--- src/sv/tmgr_pkg.sv ---
// Shared types and constants for the text-mode glyph renderer.
// Used by tmgr_ctrl, tmgr_dp and text_mode_glyph_renderer; no dependencies.
package tmgr_pkg;

    localparam int FONT_WIDTH       = 8;
    localparam int MAX_GLYPH_HEIGHT = 8;
    localparam int GLYPH_COUNT      = 256;
    localparam int STORE_DEPTH      = 2048;
    localparam int STORE_AW         = $clog2(STORE_DEPTH);
    localparam int ROW_AW           = $clog2(MAX_GLYPH_HEIGHT);
    localparam int COL_AW           = $clog2(FONT_WIDTH);

    localparam int ADDR_W   = 26;
    localparam int COLOUR_W = 32;
    localparam int CFG_IW   = 3;
    localparam int CFG_DW   = 32;

    // Input commands
    localparam logic [1:0] CMD_LOAD   = 2'd0;
    localparam logic [1:0] CMD_RENDER = 2'd1;
    localparam logic [1:0] CMD_FRAME  = 2'd2;

    // Configuration register indexes
    localparam logic [CFG_IW-1:0] REG_FRAME_ORIGIN  = 3'd0;
    localparam logic [CFG_IW-1:0] REG_SCREEN_WIDTH  = 3'd1;
    localparam logic [CFG_IW-1:0] REG_TEXT_COLUMNS  = 3'd2;
    localparam logic [CFG_IW-1:0] REG_TEXT_ROWS     = 3'd3;
    localparam logic [CFG_IW-1:0] REG_GLYPH_HEIGHT  = 3'd4;
    localparam logic [CFG_IW-1:0] REG_BACKGROUND    = 3'd5;
    localparam logic [CFG_IW-1:0] REG_LAYER_VISIBLE = 3'd6;
    localparam logic [CFG_IW-1:0] REG_OVERLAY_MODE  = 3'd7;

    typedef struct packed {
        logic [1:0]          command;
        logic [STORE_AW-1:0] font_address;
        logic [7:0]          font_byte;
        logic [7:0]          char_code;
        logic [COLOUR_W-1:0] foreground_colour;
        logic                reverse_video;
    } t_in_item;

    typedef struct packed {
        logic [ADDR_W-1:0]   pixel_address;
        logic [COLOUR_W-1:0] pixel_colour;
        logic                write_enable;
        logic                last_pixel;
    } t_out_item;

    // Controller to datapath
    typedef struct packed {
        logic load_wr;
        logic frame_clr;
        logic latch_cell;
        logic calc_stride;
        logic calc_base;
        logic fetch;
        logic emit;
        logic advance_pos;
    } t_dp_cmd;

    // Datapath to controller
    typedef struct packed {
        logic visible;
        logic fetch_done;
        logic last_pixel;
        logic out_free;
    } t_dp_sts;

endpackage

--- src/sv/tmgr_ctrl.sv ---
// Sequencing state machine of the glyph renderer.
// Depends on tmgr_pkg; drives tmgr_dp through t_dp_cmd.
module tmgr_ctrl (
    input  logic              i_clk,
    input  logic              i_rst_n,
    input  logic              i_in_valid,
    input  logic [1:0]        i_command,
    output logic              o_in_stall,
    input  tmgr_pkg::t_dp_sts i_sts,
    output tmgr_pkg::t_dp_cmd o_cmd
);

    typedef enum logic [4:0] {
        S_IDLE   = 5'b00001,
        S_STRIDE = 5'b00010,
        S_BASE   = 5'b00100,
        S_FETCH  = 5'b01000,
        S_EMIT   = 5'b10000
    } t_state;

    t_state r_state, n_state;
    logic   accept;

    assign o_in_stall = (r_state != S_IDLE);
    assign accept     = i_in_valid && (r_state == S_IDLE);

    always_comb begin
        n_state = r_state;
        o_cmd   = '0;
        case (r_state)
            S_IDLE: begin
                if (accept) begin
                    o_cmd.load_wr   = (i_command == tmgr_pkg::CMD_LOAD);
                    o_cmd.frame_clr = (i_command == tmgr_pkg::CMD_FRAME);
                    if (i_command == tmgr_pkg::CMD_RENDER && i_sts.visible) begin
                        o_cmd.latch_cell = 1'b1;
                        n_state          = S_STRIDE;
                    end
                end
            end
            S_STRIDE: begin
                o_cmd.calc_stride = 1'b1;
                n_state           = S_BASE;
            end
            S_BASE: begin
                o_cmd.calc_base = 1'b1;
                n_state         = S_FETCH;
            end
            S_FETCH: begin
                o_cmd.fetch = 1'b1;
                if (i_sts.fetch_done) begin
                    n_state = S_EMIT;
                end
            end
            S_EMIT: begin
                if (i_sts.out_free) begin
                    o_cmd.emit = 1'b1;
                    if (i_sts.last_pixel) begin
                        o_cmd.advance_pos = 1'b1;
                        n_state           = S_IDLE;
                    end
                end
            end
            default: begin
                n_state = S_IDLE;
            end
        endcase
    end

    always_ff @(posedge i_clk) begin
        if (!i_rst_n) begin
            r_state <= S_IDLE;
        end else begin
            r_state <= n_state;
        end
    end

endmodule

--- config.mk ---
export PLATFORM = sky130hd
export DESIGN_NAME = tmgr_ctrl
export DESIGN_NICKNAME = d
export VERILOG_FILES = /design/src/sv/tmgr_pkg.sv /design/src/sv/tmgr_ctrl.sv
export SDC_FILE = /design/constraint.sdc
export NUM_CORES = 1
export LEC_CHECK = 0
export BUFFER_PORTS_ARGS = -buffer_cell sky130_fd_sc_hd__buf_4
export CORE_AREA = 2 2 39 41
export CTS_CLUSTER_DIAMETER = 120
export CTS_CLUSTER_SIZE = 28
export DETAILED_ROUTE_END_ITERATION = 8
export DIE_AREA = 0 0 41 43
export SYNTH_ARGS = -nofsm -noshare
export SYNTH_HDL_FRONTEND = slang
export SYNTH_SLANG_ARGS = --single-unit
--- constraint.sdc ---
create_clock -name i_clk -period 2.04 [get_ports i_clk]
set_input_delay 0.408 -clock i_clk [delete_from_list [all_inputs] [get_ports i_clk]]
set_output_delay 0.408 -clock i_clk [all_outputs]
set_load 0.05 [all_outputs]
==> impl_metrics.env, run 1 <==
export IMPL_synth_main_ff_cell="dfxtp_1"
export IMPL_io_buffers=17
export IMPL_tritoncts_num_buffers=3
export IMPL_synth_edf_count=0
export IMPL_synth_adder_area_share_pct=0
export IMPL_boundaryPins=18
export IMPL_antenna_left=0
export IMPL_final_period_minus_worst_setup_slack_ns=1.98
export IMPL_layout_common_cells="19 x buf_4, 4 x nor2_1, 4 x dfxtp_1"
export IMPL_max_cap_violations=0
export IMPL_cts_sinks=5
export IMPL_synthesized_area_fraction_occupied_by_xor_and_xnor_cells_pct=2.45
export IMPL_reg_top3="r_state x5"
export IMPL_cts_tree="yes"
export IMPL_path_cells="or3_4 > nor2_4 > inv_4 > nor4b_4 > buf_6"
export IMPL_worst_path_largest_cell_delay_ns=0.40
export IMPL_synth_top_family_by_area="simple AND/OR/NAND/NOR gates"
export IMPL_vias_per_cell=4.78
export IMPL_fp_dieArea_mm2=0.00176
export IMPL_crit_fanout=6
export IMPL_min_period_over_period_pct=97.1
export IMPL_n_antenna_cell=0
export IMPL_powerDensity_mw_per_mm2=490
export IMPL_multi_input_gate_area_um2=244
export IMPL_netlist_instances=40
export IMPL_grt_pass1_wl_um=1190
export IMPL_category_of_the_worst_setup_path_capture_point="output pin"
export IMPL_finalSetupViolCount=0
export IMPL_final_hold_violation_count=0
export IMPL_fp_coreArea_mm2=0.00138
export IMPL_clkSlewWorstSetupHoldPaths_ns=0.04
export IMPL_drcViolationCount=0
export IMPL_grt_pass1_vias=343
export IMPL_ys_ff_latch=5
export IMPL_number_of_distinct_library_cells_after_synthesis=30
export IMPL_required_ns=1.63
export IMPL_pins_over_slew_limit=0
export IMPL_largest_register_ff_count=5
export IMPL_seqCellArea_um2=101
export IMPL_die_w_um=41
export IMPL_postCtsSetupRepairBufs=0
export IMPL_drive_above_1_share_pct=54.8
export IMPL_flow_area_growth_from_synthesis_pct=55.2
export IMPL_synth_compound_area_share_pct=10.1
export IMPL_groute_usage_overall_pct=10.2
export IMPL_overflow=0
export IMPL_clock_latency_ns=0.24
export IMPL_fin_nets=72
export IMPL_synth_seq_area_share_pct=28.0
export IMPL_starting_density_pct=25.9
export IMPL_post_synth_mux_area_share_pct=2.80
export IMPL_die_height_um=43
export IMPL_area_fraction_in_and_or_nand_and_nor_cells_after_synthesis_pct=50.3
export IMPL_detailroute_via_count=373
export IMPL_crit_slowest_cell="or3_4"
export IMPL_cellLeakagePower_nw=0.268
export IMPL_layout_cells_most_common="buf_4"
export IMPL_hold_ws_ns=0.410
export IMPL_synthesis_yosys_warnings=0
export IMPL_clock_root_buffer="clkbuf_4"
export IMPL_synth_area_um2=358
export IMPL_postSynthAreaPerCell_um2=8.95
export IMPL_arrival_time_at_the_worst_endpoint_ns=1.57
export IMPL_timing_slew_headroom_pct=79.5
export IMPL_rows=14
export IMPL_worst_slack_ns=0.0599
export IMPL_outcome="finished, final reports clean"
export IMPL_fmax_mhz=505
export IMPL_power_ir_vdd_worst_mv=0.202
export IMPL_rsz_0062_raised_after_global_routing="true"
export IMPL_synth_fp_nets=49
export IMPL_maximum_buffer_depth_of_the_clock_tree=2
export IMPL_drt_iter0_drc=4
export IMPL_htreeDepth=1
export IMPL_nFillCells=148
export IMPL_critPathKind="reg -> out"
export IMPL_grt_max_degree=7
export IMPL_worst_pin_slew_ns=0.305
export IMPL_dp_final_hpwl_um=677
export IMPL_proportion_of_register_bits_with_asynchronous_set_or_reset_after_synthesis_pct=0
export IMPL_routedWlPerCell_um=10.2
export IMPL_max_flop_register="r_state"
export IMPL_drt_first_pass_iters=2
export IMPL_setup_worst_path_start_class="register"
export IMPL_antenna_violations_before_repair=0
export IMPL_routed_wire_length_um=795
export IMPL_min_path_type="in -> reg"
export IMPL_timing_clock_skew_ns=0.00167
export IMPL_post_place_ws_ns=0.219
export IMPL_globalplace_congestion=0.651
through the flow:
stage / setup TNS (ns) / area (um2) / total power, mW / instances / util (%)
finish: 0 / 556 / 0.272 / 78 / 40.1
global route: -0.00222 / 556 / 0.289 / 78 / 40.1
CTS: 0 / 554 / 0.278 / 78 / 40.1
detailed placement: 0 / 524 / 0.160 / 74 / 37.9
global placement: 0 / 524 / 0.160 / 74 / 37.9
floorplan: 0 / 369 / 0.134 / 40 / -
report_power, final:
group	internal, mW	switching [mW]	leakage (nW)
Sequential	0.0995	0.000830	0.0409
Combinational	0.0280	0.0310	0.212
Clock	0.0738	0.0390	0.0150
area by class of cell:
class                           instances  share of cell area [%]
Multi-Input combinational cell         31                    43.9
Timing Repair Buffer                   20                    27.7
Sequential cell                         5                    18.2
Clock buffer                            4                    4.73
Tap cell                               16                    3.60
Inverter                                2                    1.80
cell usage after synthesis (2+ instances only):
| cell type | n | area share (%) |
|---|---|---|
| and3_1 | 2 | 3.5 |
| dfxtp_1 | 5 | 28 |
| nor2_1 | 4 | 4.2 |
| buf_4 | 2 | 4.2 |
| nand2_1 | 2 | 2.1 |
path summary, 6_finish.rpt:
kind                           start                       to  slack (ns)  cells past startpoint
min                          i_rst_n  r_state[2]$_SDFFE_PN0P_        0.41                      2
min reg2reg  r_state[4]$_SDFFE_PN0P_  r_state[3]$_SDFFE_PN0P_        0.46                      1
max          r_state[4]$_SDFFE_PN0P_                 o_cmd[7]        0.06                      5
max reg2reg  r_state[4]$_SDFFE_PN0P_  r_state[3]$_SDFFE_PN0P_        0.76                      3
cells by family after synthesis:
group	after synthesis
multiplexers	1
AO/OA/AOI/OAI	5
buffers and inverters	4
flip-flops	5
XOR/XNOR	1
AND/OR/NAND/NOR	24
worst max-delay path, delay by kind of cell (launching register included):
kind	cells	cell delay, ns
buffers and inverters	2	0.24
AND/OR/NAND/NOR	3	0.76
flip-flops	1	0.33
timing repair:
item	in CTS	in global routing
hold buffers	0	0
endpoints found under the setup margin	1	1
cloned	0	0
pin swaps	2	0
resized for setup	1	1
hold endpoints to repair	0	0
metal layers:
| metal | track usage [%] | routed length, um | part of all wire [%] |
|---|---|---|---|
| met1 | 9.94 | 334 | 42 |
| met2 | 16.6 | 369 | 46 |
| met3 | 3.14 | 76 | 9.6 |
| met4 | 8.00 | 14 | 1.8 |
| met5 | 0 | 0 | 0 |
Note: power is estimated with default switching activity, not from simulation.
==> run 2: changes to the inputs <==
--- a/config.mk
+++ b/config.mk
@@ -7,6 +7,7 @@
 export LEC_CHECK = 0
 export BUFFER_PORTS_ARGS = -buffer_cell sky130_fd_sc_hd__buf_4
 export CORE_AREA = 2 2 39 41
+export CTS_BUF_LIST = sky130_fd_sc_hd__clkbuf_8
 export CTS_CLUSTER_DIAMETER = 120
 export CTS_CLUSTER_SIZE = 28
 export DETAILED_ROUTE_END_ITERATION = 8
==> constraint.sdc (replaced) <==
create_clock -name i_clk -period 1.8 [get_ports i_clk]
set_input_delay 0.36 -clock i_clk [delete_from_list [all_inputs] [get_ports i_clk]]
set_output_delay 0.36 -clock i_clk [all_outputs]
set_load 0.05 [all_outputs]
==> run 2 against run 1 <==
The run now ends with negative setup slack left. Core utilization increased by 4.6 points. Global-route usage increased by 1.1 points. Count of clock-buffer cells in the layout down 1. Design area is 11% higher. Worst setup slack worse by 0.16 ns. Flip-flop and latch count stayed put. Cell count is 3.8% higher. Via count up 0.80%. Combinational power increased by 20%. Register-to-register slack worse by 0.22 ns. Clock skew about the same. Clock power increased by 79%. Largest cell class unchanged. Largest power group unchanged.
==> impl_metrics.env, run 2 (synthesized netlist as in run 1, its figures left out) <==
export IMPL_layout_cells_most_common="buf_4"
export IMPL_finalSetupViolCount=2
export IMPL_setup_worst_path_start_class="register"
export IMPL_max_flop_register="r_state"
export IMPL_crit_fanout=4
export IMPL_clock_root_buffer="clkbuf_8"
export IMPL_category_of_the_worst_setup_path_capture_point="output pin"
export IMPL_detailroute_via_count=376
export IMPL_required_ns=1.44
export IMPL_clkSlewWorstSetupHoldPaths_ns=0.03
export IMPL_routed_wire_length_um=799
export IMPL_kind_of_cell_adding_the_most_delay_to_the_critical_path="simple AND/OR/NAND/NOR gates"
export IMPL_fmax_mhz=525
export IMPL_globalplace_congestion=0.676
export IMPL_grt_pass1_wl_um=1320
export IMPL_failed_checks="negative setup slack"
export IMPL_tritoncts_num_buffers=3
export IMPL_final_period_minus_worst_setup_slack_ns=1.90
export IMPL_cp_buffers_inverters=2
export IMPL_groute_usage_overall_pct=11.3
export IMPL_htreeDepth=1
export IMPL_maximum_buffer_depth_of_the_clock_tree=2
export IMPL_io_buffers=17
export IMPL_fp_coreArea_mm2=0.00138
export IMPL_max_cap_violations=0
export IMPL_grt_pass1_vias=379
export IMPL_largest_register_ff_count=5
export IMPL_powerDensity_mw_per_mm2=621
export IMPL_routedWlPerCell_um=9.86
export IMPL_drive_above_1_share_pct=60.0
export IMPL_finalInstanceArea_um2=619
export IMPL_min_path_type="in -> reg"
export IMPL_boundaryPins=18
export IMPL_dp_final_hpwl_um=674
export IMPL_timing_clock_skew_ns=0.00158
export IMPL_final_hold_violation_count=0
export IMPL_worst_path_largest_cell_delay_ns=0.39
export IMPL_clock_latency_ns=0.22
export IMPL_antenna_violations_before_repair=0
export IMPL_n_antenna_cell=0
export IMPL_fp_dieArea_mm2=0.00176
export IMPL_overflow=0
export IMPL_worst_slack_ns=-0.105
export IMPL_rows=14
export IMPL_crit_slowest_cell="or3_4"
export IMPL_critPathKind="reg -> out"
export IMPL_antenna_left=0
export IMPL_timing_slew_headroom_pct=79.9
export IMPL_starting_density_pct=25.9
export IMPL_die_height_um=43
export IMPL_min_period_over_period_pct=106
export IMPL_arrival_time_at_the_worst_endpoint_ns=1.54
export IMPL_place_area_um2=538
export IMPL_vias_per_cell=4.64
export IMPL_rsz_0062_raised_after_global_routing="true"
export IMPL_worst_pin_slew_ns=0.300
export IMPL_power_ir_vdd_worst_mv=0.386
export IMPL_reg_top3="r_state x5"
export IMPL_cellLeakagePower_nw=0.299
export IMPL_flow_area_growth_from_synthesis_pct=73.1
export IMPL_path_cells="or3_4 > nor2_4 > inv_6 > nor4b_4 > buf_6"
export IMPL_cts_sinks=5
export IMPL_total_power_mw=0.385
export IMPL_drcViolationCount=0
export IMPL_fin_nets=75
export IMPL_drt_iter0_drc=2
export IMPL_drt_first_pass_iters=3
export IMPL_nFillCells=139
export IMPL_cts_tree="yes"
export IMPL_die_w_um=41
export IMPL_tns_ns=-0.178
export IMPL_outcome="complete, but fails checks"
export IMPL_pins_over_slew_limit=0
export IMPL_layout_common_cells="20 x buf_4, 4 x nor2_1, 3 x clkbuf_8"
export IMPL_grt_max_degree=7
-- run 2: final timing paths --
kind                                              start  slack, ns                 endpoint  depth (start not counted)
worst max-delay path            r_state[3]$_SDFFE_PN0P_      -0.10                 o_cmd[7]                          5
worst min-delay path                            i_rst_n       0.37  r_state[2]$_SDFFE_PN0P_                          2
worst max register to register  r_state[3]$_SDFFE_PN0P_       0.54  r_state[0]$_SDFFE_PN1P_                          3
worst min register to register  r_state[4]$_SDFFE_PN0P_       0.51  r_state[3]$_SDFFE_PN0P_                          2
-- run 2: what timing repair did --
action,4_1_cts,5_1_grt
gates resized for setup,5,1
setup endpoints to repair,3,3
setup buffers,2,0
gates cloned,0,0
pin swaps,1,1
hold buffers,0,0
-- run 2: layer usage --
layer  global-route usage, %  vias up  part of all wire (%)
met5                       0        -                     0
met4                    12.0        0                   4.9
met3                    2.62        5                    12
met2                    18.1       21                    46
met1                    10.3      155                    37
li1                        -      195                     -
-- run 2: metrics by stage --
stage	utilization [%]	hold WS, ns	worst slack [ns]	instances
finish	44.8	0.371	-0.105	81
global route	44.8	0.392	-0.153	81
CTS	44.5	0.376	-0.120	81
detailed placement	38.9	0.447	0.0801	75
global placement	38.9	0.446	0.0953	75
floorplan	-	0.422	-0.133	40
-- run 2: area by class of cell --
cell class / instances / area [um2] / share of cell area (%)
tap: 16 / 20.0 / 3.23
clock inverter: 1 / 3.75 / 0.606
timing repair buffer: 23 / 191 / 30.9
inverter: 2 / 12.5 / 2.02
sequential: 5 / 106 / 17.2
multi-input combinational: 31 / 244 / 39.4
clock buffer: 3 / 41.3 / 6.67
-- run 2: where the power goes --
group / internal (mW) / switching (mW) / leakage [nW]
combinational: 0.0347 / 0.0360 / 0.231
clock: 0.146 / 0.0556 / 0.0269
sequential: 0.112 / 0.000664 / 0.0413
